`config.mk`:
```
export PLATFORM = sky130hd
export DESIGN_NAME = rts_remote_frame_transmitter
export DESIGN_NICKNAME = d
export VERILOG_FILES = /design/src/hw/rtl/rts_pkg.sv /design/src/hw/rtl/rts_fifo.sv /design/src/hw/rtl/rts_front.sv /design/src/hw/rtl/rts_sequencer.sv /design/src/hw/rtl/rts_remote_frame_transmitter.sv
export SDC_FILE = /design/constraint.sdc
export NUM_CORES = 1
export LEC_CHECK = 0
export ABC_AREA = 1
export ABC_CLOCK_PERIOD_IN_PS = 9700
export BUFFER_PORTS_ARGS = -buffer_cell sky130_fd_sc_hd__buf_2
export CAP_MARGIN = 20
export CORE_UTILIZATION = 55
export CTS_BUF_LIST = sky130_fd_sc_hd__clkbuf_2
export CTS_CLUSTER_DIAMETER = 60
export CTS_CLUSTER_SIZE = 30
export DETAILED_ROUTE_END_ITERATION = 10
export PLACE_DENSITY = 0.72
export SLEW_MARGIN = 20
export SYNTH_ARGS = -nofsm -noshare
export SYNTH_HDL_FRONTEND = slang
export SYNTH_HIERARCHICAL = 1
export SYNTH_SLANG_ARGS = --single-unit
export TNS_END_PERCENT = 20
```
`constraint.sdc`:
```
create_clock -name clk -period 9.7 [get_ports clk]
set_input_delay 0.485 -clock clk [delete_from_list [all_inputs] [get_ports clk]]
set_output_delay 0.485 -clock clk [all_outputs]
set_load 0.01 [all_outputs]
```
`src/hw/rtl/rts_pkg.sv`:
```
// shared types, timing constants and frame builder for the remote frame transmitter
// no dependencies; imported by every module of the block except rts_fifo
`default_nettype none

package rts_pkg;

	// segment lengths in one-microsecond ticks
	localparam int unsigned TICK_W = 17;
	localparam logic [TICK_W-1:0] HALF_TICKS    = TICK_W'(640);
	localparam logic [TICK_W-1:0] WAKE_HI_TICKS = TICK_W'(9415);
	localparam logic [TICK_W-1:0] WAKE_LO_TICKS = TICK_W'(89565);
	localparam logic [TICK_W-1:0] HW_SYNC_TICKS = TICK_W'(2560);
	localparam logic [TICK_W-1:0] SW_SYNC_TICKS = TICK_W'(4550);
	localparam logic [TICK_W-1:0] GAP_TICKS     = TICK_W'(30415);

	localparam int unsigned FRAME_W = 56;
	localparam logic [7:0]  FRAME_KEY = 8'hA7;
	localparam int unsigned ADDR_W = 24;

	localparam logic [2:0] FIRST_SYNCS    = 3'd2;
	localparam logic [2:0] REPEAT_SYNCS   = 3'd7;
	localparam logic [1:0] FRAME_COUNT    = 2'd3;
	localparam logic [5:0] BITS_PER_FRAME = 6'd56;

	// opcode of an input item
	localparam logic OP_TICK = 1'b0;
	localparam logic OP_CMD  = 1'b1;

	typedef struct packed {
		logic        opcode;
		logic [3:0]  button;
		logic [15:0] roll_code;
	} in_item_t;

	typedef struct packed {
		logic line_level;
		logic busy_res;
		logic accepted;
		logic done_res;
	} out_item_t;

	// classified item passed from front to back
	typedef struct packed {
		logic               is_cmd;
		logic [FRAME_W-1:0] frame;
	} work_item_t;

	// build the obscured 56-bit frame, byte 0 in the top bits
	function automatic logic [FRAME_W-1:0] make_frame(input logic [3:0] button,
			input logic [15:0] code, input logic [ADDR_W-1:0] addr);
		logic [7:0] b [7];
		logic [3:0] sum;
		logic [FRAME_W-1:0] packed_frame;
		b[0] = FRAME_KEY;
		b[1] = {button, 4'h0};
		b[2] = code[15:8];
		b[3] = code[7:0];
		b[4] = addr[23:16];
		b[5] = addr[15:8];
		b[6] = addr[7:0];
		sum = 4'h0;
		for (int i = 0; i < 7; i++) begin
			sum = sum ^ b[i][7:4] ^ b[i][3:0];
		end
		b[1] = b[1] | {4'h0, sum};
		for (int i = 1; i < 7; i++) begin
			b[i] = b[i] ^ b[i-1];
		end
		packed_frame = {b[0], b[1], b[2], b[3], b[4], b[5], b[6]};
		return packed_frame;
	endfunction

endpackage

`default_nettype wire

```
`src/hw/rtl/rts_fifo.sv`:
```
// small register-based queue used between the front, the back and the result side
// no package dependencies
`default_nettype none

module rts_fifo #(
	parameter int WIDTH = 8,
	parameter int DEPTH = 2
) (
	input  wire logic             clk,
	input  wire logic             arst_n,
	input  wire logic             push,
	input  wire logic [WIDTH-1:0] wdata,
	output logic                  full,
	input  wire logic             pop,
	output logic      [WIDTH-1:0] rdata,
	output logic                  empty
);

	localparam int PTR_W = (DEPTH > 1) ? $clog2(DEPTH) : 1;
	localparam int CNT_W = $clog2(DEPTH + 1);

	logic [WIDTH-1:0] mem_q [DEPTH];
	logic [PTR_W-1:0] wr_ptr_q;
	logic [PTR_W-1:0] rd_ptr_q;
	logic [CNT_W-1:0] count_q;
	logic             do_push;
	logic             do_pop;

	assign full    = (count_q == CNT_W'(DEPTH));
	assign empty   = (count_q == '0);
	assign do_push = push && !full;
	assign do_pop  = pop && !empty;
	assign rdata   = mem_q[rd_ptr_q];

	// storage
	always_ff @(posedge clk) begin
		if (do_push) begin
			mem_q[wr_ptr_q] <= wdata;
		end
	end

	// pointers and fill count
	always_ff @(posedge clk or negedge arst_n) begin
		if (!arst_n) begin
			wr_ptr_q <= '0;
			rd_ptr_q <= '0;
			count_q  <= '0;
		end else begin
			if (do_push) begin
				wr_ptr_q <= (wr_ptr_q == PTR_W'(DEPTH - 1)) ? '0 : wr_ptr_q + 1'b1;
			end
			if (do_pop) begin
				rd_ptr_q <= (rd_ptr_q == PTR_W'(DEPTH - 1)) ? '0 : rd_ptr_q + 1'b1;
			end
			if (do_push && !do_pop) begin
				count_q <= count_q + 1'b1;
			end else if (do_pop && !do_push) begin
				count_q <= count_q - 1'b1;
			end
		end
	end

endmodule

`default_nettype wire

```
`src/hw/rtl/rts_front.sv`:
```
// front end: holds the remote address, classifies items and builds the frame
// depends on rts_pkg
`default_nettype none

module rts_front (
	input  wire logic                        clk,
	input  wire logic                        arst_n,
	input  wire logic                        push,
	input  wire rts_pkg::in_item_t           item,
	output logic                             full,
	input  wire logic                        cfg_we,
	input  wire logic [rts_pkg::ADDR_W-1:0]  cfg_data,
	output logic                             q_push,
	output rts_pkg::work_item_t              q_data,
	input  wire logic                        q_full
);

	import rts_pkg::*;

	logic [ADDR_W-1:0] addr_q;

	// remote address register
	always_ff @(posedge clk or negedge arst_n) begin
		if (!arst_n) begin
			addr_q <= '0;
		end else if (cfg_we) begin
			addr_q <= cfg_data;
		end
	end

	// classify and hand over to the work queue
	assign full          = q_full;
	assign q_push        = push && !q_full;
	assign q_data.is_cmd = (item.opcode == OP_CMD);
	assign q_data.frame  = make_frame(item.button, item.roll_code, addr_q);

endmodule

`default_nettype wire

```
`src/hw/rtl/rts_sequencer.sv`:
```
// back end: waveform sequencer that plays wake, syncs, data bits and gaps
// depends on rts_pkg
`default_nettype none

module rts_sequencer (
	input  wire logic                clk,
	input  wire logic                arst_n,
	input  wire logic                step,
	input  wire rts_pkg::work_item_t work,
	output rts_pkg::out_item_t       res
);

	import rts_pkg::*;

	typedef enum logic [3:0] {
		SEG_WAKE_HI = 4'd0,
		SEG_WAKE_LO = 4'd1,
		SEG_HW_HI   = 4'd2,
		SEG_HW_LO   = 4'd3,
		SEG_SW_HI   = 4'd4,
		SEG_SW_LO   = 4'd5,
		SEG_DATA    = 4'd6,
		SEG_GAP     = 4'd7,
		SEG_IDLE    = 4'd15
	} seg_t;

	seg_t               seg_q,   seg_d;
	logic [FRAME_W-1:0] frame_q, frame_d;
	logic [1:0]         frame_num_q, frame_num_d;
	logic [2:0]         sync_left_q, sync_left_d;
	logic [5:0]         bit_pos_q, bit_pos_d;
	logic               second_q, second_d;
	logic [TICK_W-1:0]  ticks_q, ticks_d;
	logic               active_q, active_d;
	logic [TICK_W-1:0]  ticks_dec;
	logic [5:0]         bit_pos_inc;
	logic [1:0]         frame_num_inc;
	logic [2:0]         sync_dec;

	assign ticks_dec     = (ticks_q != '0) ? ticks_q - 1'b1 : '0;
	assign bit_pos_inc   = bit_pos_q + 1'b1;
	assign frame_num_inc = frame_num_q + 1'b1;
	assign sync_dec      = sync_left_q - 1'b1;

	// next state and result for the item at the head of the work queue
	always_comb begin
		seg_d       = seg_q;
		frame_d     = frame_q;
		frame_num_d = frame_num_q;
		sync_left_d = sync_left_q;
		bit_pos_d   = bit_pos_q;
		second_d    = second_q;
		ticks_d     = ticks_q;
		active_d    = active_q;
		res         = '0;
		if (work.is_cmd) begin
			// start a transmission unless one is running
			if (!active_q) begin
				frame_d     = work.frame;
				active_d    = 1'b1;
				frame_num_d = '0;
				sync_left_d = FIRST_SYNCS;
				bit_pos_d   = '0;
				second_d    = 1'b0;
				seg_d       = SEG_WAKE_HI;
				ticks_d     = WAKE_HI_TICKS;
				res.accepted = 1'b1;
			end
			res.busy_res = 1'b1;
		end else if (active_q) begin
			res.busy_res = 1'b1;
			// pin level for this tick
			case (seg_q)
				SEG_WAKE_HI, SEG_HW_HI, SEG_SW_HI: res.line_level = 1'b1;
				SEG_DATA: res.line_level = second_q ? frame_q[FRAME_W-1] : !frame_q[FRAME_W-1];
				default: res.line_level = 1'b0;
			endcase
			ticks_d = ticks_dec;
			// segment end
			if (ticks_dec == '0) begin
				unique case (seg_q)
					SEG_WAKE_HI: begin
						seg_d = SEG_WAKE_LO; ticks_d = WAKE_LO_TICKS;
					end
					SEG_WAKE_LO: begin
						seg_d = SEG_HW_HI; ticks_d = HW_SYNC_TICKS;
					end
					SEG_HW_HI: begin
						seg_d = SEG_HW_LO; ticks_d = HW_SYNC_TICKS;
					end
					SEG_HW_LO: begin
						sync_left_d = sync_dec;
						if (sync_dec != '0) begin
							seg_d = SEG_HW_HI; ticks_d = HW_SYNC_TICKS;
						end else begin
							seg_d = SEG_SW_HI; ticks_d = SW_SYNC_TICKS;
						end
					end
					SEG_SW_HI: begin
						seg_d = SEG_SW_LO; ticks_d = HALF_TICKS;
					end
					SEG_SW_LO: begin
						bit_pos_d = '0; second_d = 1'b0;
						seg_d = SEG_DATA; ticks_d = HALF_TICKS;
					end
					SEG_DATA: begin
						if (!second_q) begin
							second_d = 1'b1; ticks_d = HALF_TICKS;
						end else begin
							// rotate so the frame is whole again after the last bit
							second_d  = 1'b0;
							bit_pos_d = bit_pos_inc;
							frame_d   = {frame_q[FRAME_W-2:0], frame_q[FRAME_W-1]};
							if (bit_pos_inc >= BITS_PER_FRAME) begin
								seg_d = SEG_GAP; ticks_d = GAP_TICKS;
							end else begin
								ticks_d = HALF_TICKS;
							end
						end
					end
					default: begin
						if (frame_num_inc >= FRAME_COUNT) begin
							active_d    = 1'b0;
							seg_d       = SEG_IDLE;
							frame_num_d = '0;
							sync_left_d = '0;
							bit_pos_d   = '0;
							second_d    = 1'b0;
							ticks_d     = '0;
							res.done_res = 1'b1;
						end else begin
							frame_num_d = frame_num_inc;
							sync_left_d = REPEAT_SYNCS;
							seg_d       = SEG_HW_HI;
							ticks_d     = HW_SYNC_TICKS;
						end
					end
				endcase
			end
		end
	end

	// sequencer state
	always_ff @(posedge clk or negedge arst_n) begin
		if (!arst_n) begin
			seg_q       <= SEG_IDLE;
			frame_q     <= '0;
			frame_num_q <= '0;
			sync_left_q <= '0;
			bit_pos_q   <= '0;
			second_q    <= 1'b0;
			ticks_q     <= '0;
			active_q    <= 1'b0;
		end else if (step) begin
			seg_q       <= seg_d;
			frame_q     <= frame_d;
			frame_num_q <= frame_num_d;
			sync_left_q <= sync_left_d;
			bit_pos_q   <= bit_pos_d;
			second_q    <= second_d;
			ticks_q     <= ticks_d;
			active_q    <= active_d;
		end
	end

endmodule

`default_nettype wire

```
`src/hw/rtl/rts_remote_frame_transmitter.sv`:
```
// top level of the remote frame transmitter: front end, work queue, sequencer, result queue
// depends on rts_pkg, rts_front, rts_fifo and rts_sequencer
//
// channel   dir  handshake     payload
// item      in   push / full   rts_pkg::in_item_t: opcode, button, roll_code
// result    out  pop / empty   rts_pkg::out_item_t: line_level, busy_res, accepted, done_res
// config    in   cfg_we        cfg_data: 24-bit remote address
//
// one item per clock cycle sustained while the result side keeps popping; each item gives exactly one result
// a result reaches the ports through two registered stages: the work queue, then the result queue
// the sequencer steps only when the work queue has an item and the result queue has room,
// so a stalled result side backs up into full without losing items
// reset clears the queues, the sequencer (idle) and the remote address

`default_nettype none

module rts_remote_frame_transmitter #(
	parameter int WORK_DEPTH   = 2,
	parameter int RESULT_DEPTH = 2
) (
	input  wire logic                       clk,
	input  wire logic                       arst_n,
	input  wire logic                       push,
	input  wire rts_pkg::in_item_t          item,
	output logic                            full,
	output logic                            empty,
	input  wire logic                       pop,
	output rts_pkg::out_item_t              result,
	input  wire logic                       cfg_we,
	input  wire logic [rts_pkg::ADDR_W-1:0] cfg_data
);

	import rts_pkg::*;

	logic       wq_push;
	work_item_t wq_wdata;
	logic       wq_full;
	work_item_t wq_rdata;
	logic       wq_empty;
	logic       rq_full;
	logic       step;
	out_item_t  seq_res;

	// front end
	rts_front u_front (
		.clk      (clk),
		.arst_n   (arst_n),
		.push     (push),
		.item     (item),
		.full     (full),
		.cfg_we   (cfg_we),
		.cfg_data (cfg_data),
		.q_push   (wq_push),
		.q_data   (wq_wdata),
		.q_full   (wq_full)
	);

	// work queue between front and back
	rts_fifo #(
		.WIDTH ($bits(work_item_t)),
		.DEPTH (WORK_DEPTH)
	) u_work_q (
		.clk    (clk),
		.arst_n (arst_n),
		.push   (wq_push),
		.wdata  (wq_wdata),
		.full   (wq_full),
		.pop    (step),
		.rdata  (wq_rdata),
		.empty  (wq_empty)
	);

	// back end steps when an item waits and there is room for its result
	assign step = !wq_empty && !rq_full;

	rts_sequencer u_seq (
		.clk    (clk),
		.arst_n (arst_n),
		.step   (step),
		.work   (wq_rdata),
		.res    (seq_res)
	);

	// result queue
	rts_fifo #(
		.WIDTH ($bits(out_item_t)),
		.DEPTH (RESULT_DEPTH)
	) u_result_q (
		.clk    (clk),
		.arst_n (arst_n),
		.push   (step),
		.wdata  (seq_res),
		.full   (rq_full),
		.pop    (pop),
		.rdata  (result),
		.empty  (empty)
	);

endmodule

`default_nettype wire

```
# [After elaboration in Yosys (flattened, before gate mapping)]
# Memory sizes are Yosys's and may differ from the RTL's.
# Index checks and enable logic that the tools add are counted.
[classes] n_eq_ne=14 muxes=80 n_reduce_logical=45 n_addsub=12 n_lt_le_gt_ge=2 n_bitwise=18
[ops] operator="56-bit two-way mux" count=6
[ops] operator="17-bit two-way mux" count=6
[ops] operator="17-bit case mux with 5 select lines" count=1
[ops] operator="4-bit XOR" count=10
[ops] operator="8-bit XOR" count=5
[ops] operator="6-bit two-way mux" count=6
[ops] operator="1-bit two-way mux" count=29
[ops] operator="4-bit two-way mux" count=7
[ops] operator="4-bit case mux with 7 select lines" count=1
[ops] operator="2-bit two-way mux" count=11
[ops] operator="3-bit two-way mux" count=6
[ops] operator="6-bit case mux with 3 select lines" count=1
[ops] operator="6-bit AND reduction" count=3
[ops] operator="17-bit zero test" count=1
[ops] operator="17-bit nonzero test" count=1
[ops] operator="17-bit by 1-bit subtractor with 17-bit output, second input constant" count=1
[ops] operator="15-bit two-way mux" count=1
[ops] operator="13-bit two-way mux" count=1
[ops] operator="4-bit by 3-bit equality test with 1-bit output, second input constant" count=3
[ops] operator="12-bit two-way mux" count=1
[ops] operator="2-bit nonzero test" count=6
[ops] operator="1-bit logical AND" count=10
[ops] operator="5-bit AND reduction" count=2
[ops] operator="1-bit zero test" count=9
[ops] operator="30 further kinds" count=43
[totals] in_bits=50 ramBits=106 n_memories=2 regBits=122 output_inout_bits=6 elab_cells=188
[mem_list] name="u_work_q.mem_q" depth=2 width=49 read_ports=1 rd_ports_with_merged_regs=0 wr=1 line="rts_fifo.sv:22" rtl="logic [WIDTH-1:0] mem_q [DEPTH];"
[mem_list] name="u_result_q.mem_q" depth=2 width=4 read_ports=1 rd_ports_with_merged_regs=0 wr=1 line="rts_fifo.sv:22"

# [Longest topological paths before layout]
# Gate-level depths: netlist (run 1).
[depth] ltp_word=18 ltp_mapped=17 depth_no_buf=16

# [Cells and area by module]
# The synthesis (run 1) kept the hierarchy.
[by_module_without_submodules] mod="rts_sequencer" area_per_inst_um2=5408.9 n_inst=1 cells_per_inst=655 seq_area_each_um2=2257.2
[by_module_without_submodules] mod="rts_fifo (u_work_q)" area_per_inst_um2=4389.2 n_inst=1 cells_per_inst=330 seq_area_each_um2=3523.4
[by_module_without_submodules] mod="rts_front" area_per_inst_um2=2205.9 n_inst=1 cells_per_inst=330 seq_area_each_um2=600.6
[by_module_without_submodules] mod="rts_fifo (u_result_q)" area_per_inst_um2=519.2 n_inst=1 cells_per_inst=52 seq_area_each_um2=340.3
[by_module_without_submodules] mod="rts_remote_frame_transmitter" area_per_inst_um2=3.8 n_inst=1 cells_per_inst=1 seq_area_each_um2=0.0

# [Worst setup path after synthesis (run 1)]
# No wires, ideal clock.
[synth_path] path_kind="register to register" from="register u_work_q.count_q[1]" to="memory u_work_q/mem_q[1][0] (netlist bit) (enable)" stages_incl_launch_ff=6 path_slack_ps=6079 arrival_ps=3149 period_less_slack_ps=3621 cell_sequence="dfrtp_1 -> inv_1 -> nor2_1 -> nor2_1 -> o21ai_0 -> nor2_1"
[synth_between] elab_chain_len=6
[synth_rtl] item="from (decl)" line="rts_fifo.sv:25" rtl="logic [CNT_W-1:0] count_q;"
[synth_rtl] item="from (signal assigned)" line="rts_fifo.sv:56" rtl="count_q <= count_q + 1'b1;"
[synth_rtl] item="from (signal assigned)" line="rts_fifo.sv:58" rtl="count_q <= count_q - 1'b1;"
[synth_rtl] item="2-bit equality test" line="rts_fifo.sv:29" rtl="assign full = (count_q == CNT_W'(DEPTH));"
[synth_rtl] item="net wq_full" line="rts_remote_frame_transmitter.sv:37" rtl="logic wq_full;"
[synth_rtl] item="1-bit zero test" line="rts_front.sv:33" rtl="assign q_push = push && !q_full;"
[synth_rtl] item="1-bit logical AND" line="rts_front.sv:33"
[synth_rtl] item="net wq_push" line="rts_remote_frame_transmitter.sv:35" rtl="logic wq_push;"
[synth_rtl] item="1-bit logical AND" line="rts_fifo.sv:31" rtl="assign do_push = push && !full;"
[synth_rtl] item="1-bit two-way mux" line="rts_fifo.sv:37" rtl="if (do_push) begin"
[synth_rtl] item="1-bit two-way mux (not written as such)" line="rts_fifo.sv:38" rtl="mem_q[wr_ptr_q] <= wdata;"
[synth_rtl] item="to (decl)" line="rts_fifo.sv:22"
# The timed path passes the listed nets, and every way through them passes these cells.

==> results of run 1 <==
==> per-layer routing <==
layer	share of wire (%)	wire length, µm
met4	2.8	711
met5	0	0
met1	45	11500
met3	3.3	820
met2	49	12200
==> power by group through the flow <==
stage	sequential [µW]	clock (µW)	combinational, µW
floorplan	1580	0	1160
finish	1590	453	1450
global placement	1610	0	1400
detailed placement	1620	0	1450
global route	1630	504	1640
CTS	1590	471	1460
==> flip-flops by register name, indices dropped and copies added (netlist names), 2 cells and up <==
register and flops:
u_work_q/mem_q 114, u_work_q/count_q 2, u_seq/ticks_q 17, u_seq/seg_q 4, u_seq/sync_left_q 3, u_seq/frame_q 56
u_result_q/mem_q 8, u_result_q/count_q 2, u_seq/frame_num_q 2, u_seq/bit_pos_q 6, u_front/addr_q 24
==> final cells by class <==
class | instances | area (µm²)
fill | 1836 | 8550
sequential | 244 | 6720
multi-input combinational | 954 | 5020
timing repair buffer | 106 | 771
inverter | 119 | 447
tap | 280 | 350
clock inverter | 12 | 130
clock buffer | 21 | 105
antenna | 1 | 2.50
==> per-stage QoR <==
step                      total power, µW  cells  util [%]
after floorplan                      2740   1374         -
after global placement               3010   1659      58.2
after CTS                            3530   1736      61.3
final                                3500   1737      61.3
after detailed placement             3070   1659      58.2
after global routing                 3770   1737      61.3
==> worst max-delay path by stage <==
stage / cells past startpoint / endpoint / start
floorplan: 5 / u_work_q/mem_q[1][0] / u_work_q/count_q[1]
global placement: 11 / u_seq/frame_q[45] / u_work_q/rd_ptr_q
detailed placement: 11 / u_seq/frame_q[45] / u_work_q/rd_ptr_q
CTS: 12 / u_seq/frame_q[43] / u_work_q/rd_ptr_q
global route: 12 / u_seq/frame_q[14] / u_work_q/rd_ptr_q
finish: 12 / u_seq/frame_q[43] / u_work_q/rd_ptr_q
==> Yosys cell counts, types with 2 or more instances <==
cell type | n | area share (%)
sky130_fd_sc_hd__nand2_4 | 2 | 0.18
sky130_fd_sc_hd__ha_1 | 9 | 0.90
sky130_fd_sc_hd__nor2_4 | 2 | 0.18
sky130_fd_sc_hd__o21ai_0 | 43 | 1.7
sky130_fd_sc_hd__inv_2 | 2 | 0.060
sky130_fd_sc_hd__buf_6 | 14 | 1.3
sky130_fd_sc_hd__nor3_1 | 9 | 0.36
sky130_fd_sc_hd__conb_1 | 2 | 0.060
sky130_fd_sc_hd__or2_1 | 2 | 0.10
sky130_fd_sc_hd__nand4_1 | 21 | 1.0
sky130_fd_sc_hd__dfstp_2 | 4 | 0.84
sky130_fd_sc_hd__nor2_2 | 6 | 0.30
sky130_fd_sc_hd__nand3_1 | 85 | 3.4
sky130_fd_sc_hd__o211ai_1 | 2 | 0.12
sky130_fd_sc_hd__nand3_2 | 4 | 0.32
sky130_fd_sc_hd__edfxtp_1 | 122 | 29
sky130_fd_sc_hd__inv_1 | 116 | 3.5
sky130_fd_sc_hd__xor2_2 | 10 | 1.3
sky130_fd_sc_hd__mux2_2 | 3 | 0.27
sky130_fd_sc_hd__o22ai_1 | 2 | 0.10
sky130_fd_sc_hd__a211oi_1 | 2 | 0.12
sky130_fd_sc_hd__nand2_1 | 491 | 15
sky130_fd_sc_hd__o21ai_1 | 30 | 1.2
sky130_fd_sc_hd__nand3b_1 | 4 | 0.24
sky130_fd_sc_hd__buf_2 | 9 | 0.36
sky130_fd_sc_hd__xnor2_2 | 2 | 0.26
sky130_fd_sc_hd__xor2_1 | 26 | 1.8
sky130_fd_sc_hd__nand2_2 | 21 | 1.0
sky130_fd_sc_hd__xnor2_1 | 10 | 0.70
sky130_fd_sc_hd__clkbuf_1 | 16 | 0.48
sky130_fd_sc_hd__dfrtp_1 | 118 | 24
sky130_fd_sc_hd__buf_1 | 4 | 0.12
sky130_fd_sc_hd__nor2_1 | 59 | 1.8
sky130_fd_sc_hd__buf_4 | 14 | 0.84
sky130_fd_sc_hd__mux2i_1 | 56 | 4.5
sky130_fd_sc_hd__a21oi_1 | 10 | 0.40
sky130_fd_sc_hd__nand3_4 | 2 | 0.28
sky130_fd_sc_hd__o21ai_2 | 27 | 1.9
==> worst max-delay path: cells and delay by family (launching register included) <==
kind                     cells  cell delay, ns
flip-flops                   1            0.41
adder cells (fa/ha/maj)      1            0.29
buffers and inverters        4            1.73
AO/OA/AOI/OAI                2            0.26
AND/OR/NAND/NOR              5            1.08
==> what timing repair did <==
item                       CTS  global route
hold buffers                44             0
setup endpoints to repair    0             0
hold endpoints to repair   116             0
setup buffers                0             0
==> kinds of logic (layout without fill, tap and decap cells) <==
group	after synthesis	count (layout)	synth area share [%]
xor gates and xnor gates	48	48	4.08
AOI/OAI and AO/OA	119	119	5.75
other	2	9	0.0600
DFF	244	244	53.7
muxes	59	59	4.74
and+or+nand+nor	711	711	24.2
adders and majority gates	9	9	0.899
buffers and inverters	176	258	6.62
==> out/qor.csv, run 1 <==
metric,value,unit
data arrival time at the worst-slack endpoint,4.68,ns
HP Class,input pin to flip-flop,
CTS tree,built,
Total Negative Setup Slacks,0,ns
global-route layer with the greatest usage,met2,
end of the worst hold path,u_work_q/mem_q[0][31],
R2R depth,12,
required time of the critical path,10.46,ns
type of element launching the critical path,flip-flop,
cell repeated most along the worst path,sky130_fd_sc_hd__nand2_1,
sequential cell fraction of total power,45.6,%
maximum operating frequency,0.255,GHz
end of the worst register-to-register path,u_seq/frame_q[43],
largest net degree at the start of global routing,91,
Avg Synthesized Cell Area,9.16,µm²
net switching share of the total power,42.0,%
Setup crit end kind,flip-flop,
setup ws final,5.78,ns
hpwl dp,16.7,mm
number of primary I/O pins,56,
register clock-pin slew on the reported worst setup and hold paths,0.29,ns
commonest register cell after synthesis,sky130_fd_sc_hd__edfxtp_1,
R2R Path Start,u_work_q/rd_ptr_q,
internal power contribution,2030,µW
setup repair after global routing missed its margin,false,
core outline area,22100,µm²
Post-synth EDFFs,122,
CTS root buffer,sky130_fd_sc_hd__clkbuf_2,
worst-margin pin slew,1.09,ns
period utilisation layout,40.4,%
Synth cell types,45,
number of hold violations in the final report,0,
max-cap viol count,0,
routed wirelength normalized by instance count,14.5,µm
total global-route track usage,22.1,%
placed cell areas,12900,µm²
number of global-route vias before repair,8804,
number of buffers added by the clock tree synthesis step,19,
number of cells traversed by the worst hold path,2,
Antenna Nets Post-Route,0,
quantity of I/O buffers inserted on ports,55,
"Worst Path Class, Setup",flip-flop to flip-flop,
Pins Over Slew Limit,0,
Crit Path Max Fanout,90,
flop and latch count out of synthesis,244,
Die Span X,153,µm
"setup slack, reg-to-reg",5.78,ns
Setup-failing EPs final,0,
last weighted congestion value of the routability-driven placer,0.923,
power per cell area,258,nW/µm²
num rows,54,
net load switching power,1470,µW
Synth Cell Area,12500,µm²
Max-slew headroom,27.2,%
DRC violation total after the first TritonRoute iteration,478,
Hold Worst Slack,0.0639,ns
final layout net count,1503,
fraction of layout cells with a size suffix above 1,12.8,%
VDD IR max,152,µV
cells traversed along the worst timing path,"buf_4, inv_2, nand2_1, nand2_4, inv_2, ha_1, nand2_1, a21oi_1, nand2_4, buf_4, nand2_1, o21ai_2",
PostCTS Resize Cnt,0,
source of the worst hold timing path,item[7],
Initial Utilization,56.7,%
sequential cell area fraction in the yosys report,53.7,%
count of mapped cells out of synthesis,1368,
first-pass GRT wire length,42.2,mm
grt met2 use,38.2,%
global route overflow,0,
post-route cell area,13500,µm²
outcome,finished clean,
total wirelength of the detailed-routed design,25.2,mm
number of remaining DRC errors,0,
die extent in y,153,µm
M3 GR Usage,2.89,%
Yosys warnings,6,
initial antenna violation count,1,
detailed-router iteration count before antenna repair,5,
fraction of registers with async set or reset after synthesis,50.0,%
Post-Route Skew,0.0824,ns
CTS Buffer Depth,3,
growth of design area from synthesis to finish,8.14,%
clock group share of total power,12.9,%
post-layout min period,3.92,ns
fraction of met1 tracks used by global routing,28.9,%
"Slowest-stage cell, CP",sky130_fd_sc_hd__buf_4,
"top library cells by usage in the layout, fill and taps aside","sky130_fd_sc_hd__nand2_1 (490), sky130_fd_sc_hd__edfxtp_1 (122), sky130_fd_sc_hd__dfrtp_1 (117)",
Clock Latency Late Sink,0.85,ns
Clock Sink Count,244,
Die Area,23400,µm²
part of the power in combinational logic,41.5,%
DR vias,9046,
number of levels in the clock H-tree,1,
worst slack at placement,5.86,ns
static power due to leakage,0.00640,µW
vias per std cell,5.21,
critical path's largest stage delay,0.87,ns
"leading cell type in the layout, fill and taps excluded",sky130_fd_sc_hd__nand2_1,
No activity file was read; power rests on OpenSTA's default activity.
==> run 2: changes to the inputs <==
--- a/config.mk
+++ b/config.mk
@@ -6,7 +6,7 @@
 export NUM_CORES = 1
 export LEC_CHECK = 0
 export ABC_AREA = 1
-export ABC_CLOCK_PERIOD_IN_PS = 9700
+export ABC_CLOCK_PERIOD_IN_PS = 3300
 export BUFFER_PORTS_ARGS = -buffer_cell sky130_fd_sc_hd__buf_2
 export CAP_MARGIN = 20
 export CORE_UTILIZATION = 55
@@ -14,7 +14,7 @@
 export CTS_CLUSTER_DIAMETER = 60
 export CTS_CLUSTER_SIZE = 30
 export DETAILED_ROUTE_END_ITERATION = 10
-export PLACE_DENSITY = 0.72
+export PLACE_DENSITY = 0.75
 export SLEW_MARGIN = 20
 export SYNTH_ARGS = -nofsm -noshare
 export SYNTH_HDL_FRONTEND = slang
==> constraint.sdc (replaced) <==
create_clock -name clk -period 3.3 [get_ports clk]
set_input_delay 0.165 -clock clk [delete_from_list [all_inputs] [get_ports clk]]
set_output_delay 0.165 -clock clk [all_outputs]
set_load 0.01 [all_outputs]
==> out/qor.csv, run 2 (synthesized netlist as in run 1, its figures left out) <==
metric,value,unit
period utilisation layout,95.4,%
total global-route track usage,24.9,%
number of global-route vias before repair,9503,
largest registers,"u_work_q/mem_q x114, u_seq/frame_q x56, u_front/addr_q x24",
number of buffers added by the clock tree synthesis step,19,
last weighted congestion value of the routability-driven placer,0.911,
final layout net count,1573,
"Slowest-stage cell, CP",sky130_fd_sc_hd__dlygate4sd3_1,
Pins Over Slew Limit,0,
total length of routed met2 wires,14.0,mm
register clock-pin slew on the reported worst setup and hold paths,0.41,ns
type of element launching the critical path,flip-flop,
outcome,finished clean,
CTS tree,built,
Detail Route met3 WL,1.31,mm
largest net degree at the start of global routing,113,
setup repair after global routing missed its margin,false,
DRC violation total after the first TritonRoute iteration,707,
HP Class,input pin to flip-flop,
hpwl dp,16.8,mm
static power due to leakage,0.00672,µW
Hold Worst Slack,0.0554,ns
routed wirelength normalized by instance count,15.8,µm
R2R depth,14,
worst-margin pin slew,0.972,ns
top routing layer in use,met5,
worst slack at placement,0.304,ns
number of remaining DRC errors,0,
VDD IR max,364,µV
Setup crit end kind,flip-flop,
die extent in y,153,µm
setup ws final,0.153,ns
Initial Utilization,56.7,%
number of primary I/O pins,56,
Post-Route Skew,0.109,ns
"Worst Path Class, Setup",flip-flop to flip-flop,
post-layout min period,3.15,ns
quantity of I/O buffers inserted on ports,55,
data arrival time at the worst-slack endpoint,3.80,ns
core outline area,22100,µm²
maximum operating frequency,0.318,GHz
capturing instance or port of the critical path,u_work_q/mem_q[0][25],
critical path's largest stage delay,0.59,ns
Clock Sink Count,244,
Die Span X,153,µm
Post-CTS Setup Inserts,0,
Die Area,23400,µm²
Multi-input gate area,5030,µm²
Antenna Nets Post-Route,0,
Total Negative Setup Slacks,0,ns
total area of sequential cells,6720,µm²
"setup slack, reg-to-reg",0.15,ns
number of levels in the clock H-tree,1,
CTS root buffer,sky130_fd_sc_hd__clkbuf_2,
total wirelength of the detailed-routed design,28.6,mm
end of the worst register-to-register path,u_work_q/mem_q[0][25],
CTS Buffer Depth,3,
"leading cell type in the layout, fill and taps excluded",sky130_fd_sc_hd__nand2_1,
required time of the critical path,3.95,ns
num rows,54,
max-cap viol count,0,
initial antenna violation count,2,
global route overflow,0,
cell repeated most along the worst path,sky130_fd_sc_hd__nand2_1,
Reg with most FFs,u_work_q/mem_q,
R2R Path Start,u_front/addr_q[5],
vias per std cell,5.35,
WL met1,12.4,mm
growth of design area from synthesis to finish,14.5,%
"flip-flop count of the largest register, all copies and words added",114,
crit path launch,u_front/addr_q[5],
power per cell area,745,nW/µm²
DR vias,9668,
Crit Path Max Fanout,5,
Max-slew headroom,35.2,%
Filler Cell Count,1699,
cells traversed along the worst timing path,"nand2_1, inv_1, nor2_1, nand2_1, nand2_1, nand2_1, nand2_1, nand2_1, nand2_1, nand2_1, nand3_1, dlygate4sd3_1, nand2_1, dlygate4sd3_1",
first-pass GRT wire length,47.1,mm
Clock Latency Late Sink,0.87,ns
"top library cells by usage in the layout, fill and taps aside","sky130_fd_sc_hd__nand2_1 (490), sky130_fd_sc_hd__edfxtp_1 (122), sky130_fd_sc_hd__dfrtp_1 (116)",
number of hold violations in the final report,0,
Setup-failing EPs final,0,
detailed-router iteration count before antenna repair,7,
fraction of layout cells with a size suffix above 1,12.6,%
==> run 2: changes by cell type in the layout (fill, tap and decap cells not counted), moves of 2 or more <==
cell and change:
sky130_fd_sc_hd__inv_12 +2, sky130_fd_sc_hd__buf_12 +3, sky130_fd_sc_hd__clkbuf_2 -2, sky130_fd_sc_hd__clkinv_2 -2, sky130_fd_sc_hd__dlygate4sd3_1 +66, sky130_fd_sc_hd__inv_8 -2
sky130_fd_sc_hd__clkinvlp_4 -2
==> run 2: layout make-up <==
type / instances / area share (%)
Tap cell: 280 / 2.44
Inverter: 119 / 3.11
Multi-Input combinational cell: 954 / 35.1
Sequential cell: 244 / 46.9
Clock buffer: 19 / 0.663
Clock inverter: 13 / 1.40
Antenna cell: 1 / 0.0174
Timing Repair Buffer: 176 / 10.4
==> run 2: critical path: cells and delay by family, from the launching register on <==
family	cells	cell delay [ns]
and+or+nand+nor	11	1.18
buffers and inverters	3	1.21
DFF	1	0.58
==> run 2: repair_timing <==
action                     CTS  global route
gates resized for setup      0             3
hold endpoints to repair   220             0
hold buffers               110             0
setup endpoints to repair    0             9
==> run 2: routing by layer <==
metal  vias up  track usage (%)
met5         -                0
met4         2             8.18
li1       4718                -
met3        83             2.84
met1      4535             32.3
met2       330             43.6
==> run 2: worst min-delay path by stage <==
stage / startpoint / to / cells past startpoint / slack (ns)
finish: item[20] / u_work_q/mem_q[0][56] / 2 / 0.06
CTS: item[20] / u_work_q/mem_q[0][56] / 2 / 0.01
floorplan: arst_n / u_front/addr_q[0] / 0 / -0.13
global route: item[20] / u_work_q/mem_q[0][56] / 2 / 0.006
global placement: arst_n / u_result_q/count_q[1] / 1 / 0.08
detailed placement: arst_n / u_result_q/count_q[1] / 1 / 0.08
==> run 2: power breakdown <==
part / internal, µW / total [µW] / leakage (µW) / switching, µW
clock: 425 / 1530 / 0.000170 / 1110
combinational: 1530 / 4450 / 0.00389 / 2920
sequential: 4230 / 4700 / 0.00265 / 474
==> run 2: per-stage QoR <==
step	cell area, µm²	cells	util (%)	power, µW
5_1_grt	14300	1806	64.9	11500
4_1_cts	14300	1805	64.9	10700
2_1_floorplan	12600	1374	-	8050
6_report	14300	1806	64.9	10700
3_3_place_gp	12900	1663	58.6	8910
3_5_place_dp	12900	1663	58.6	9040
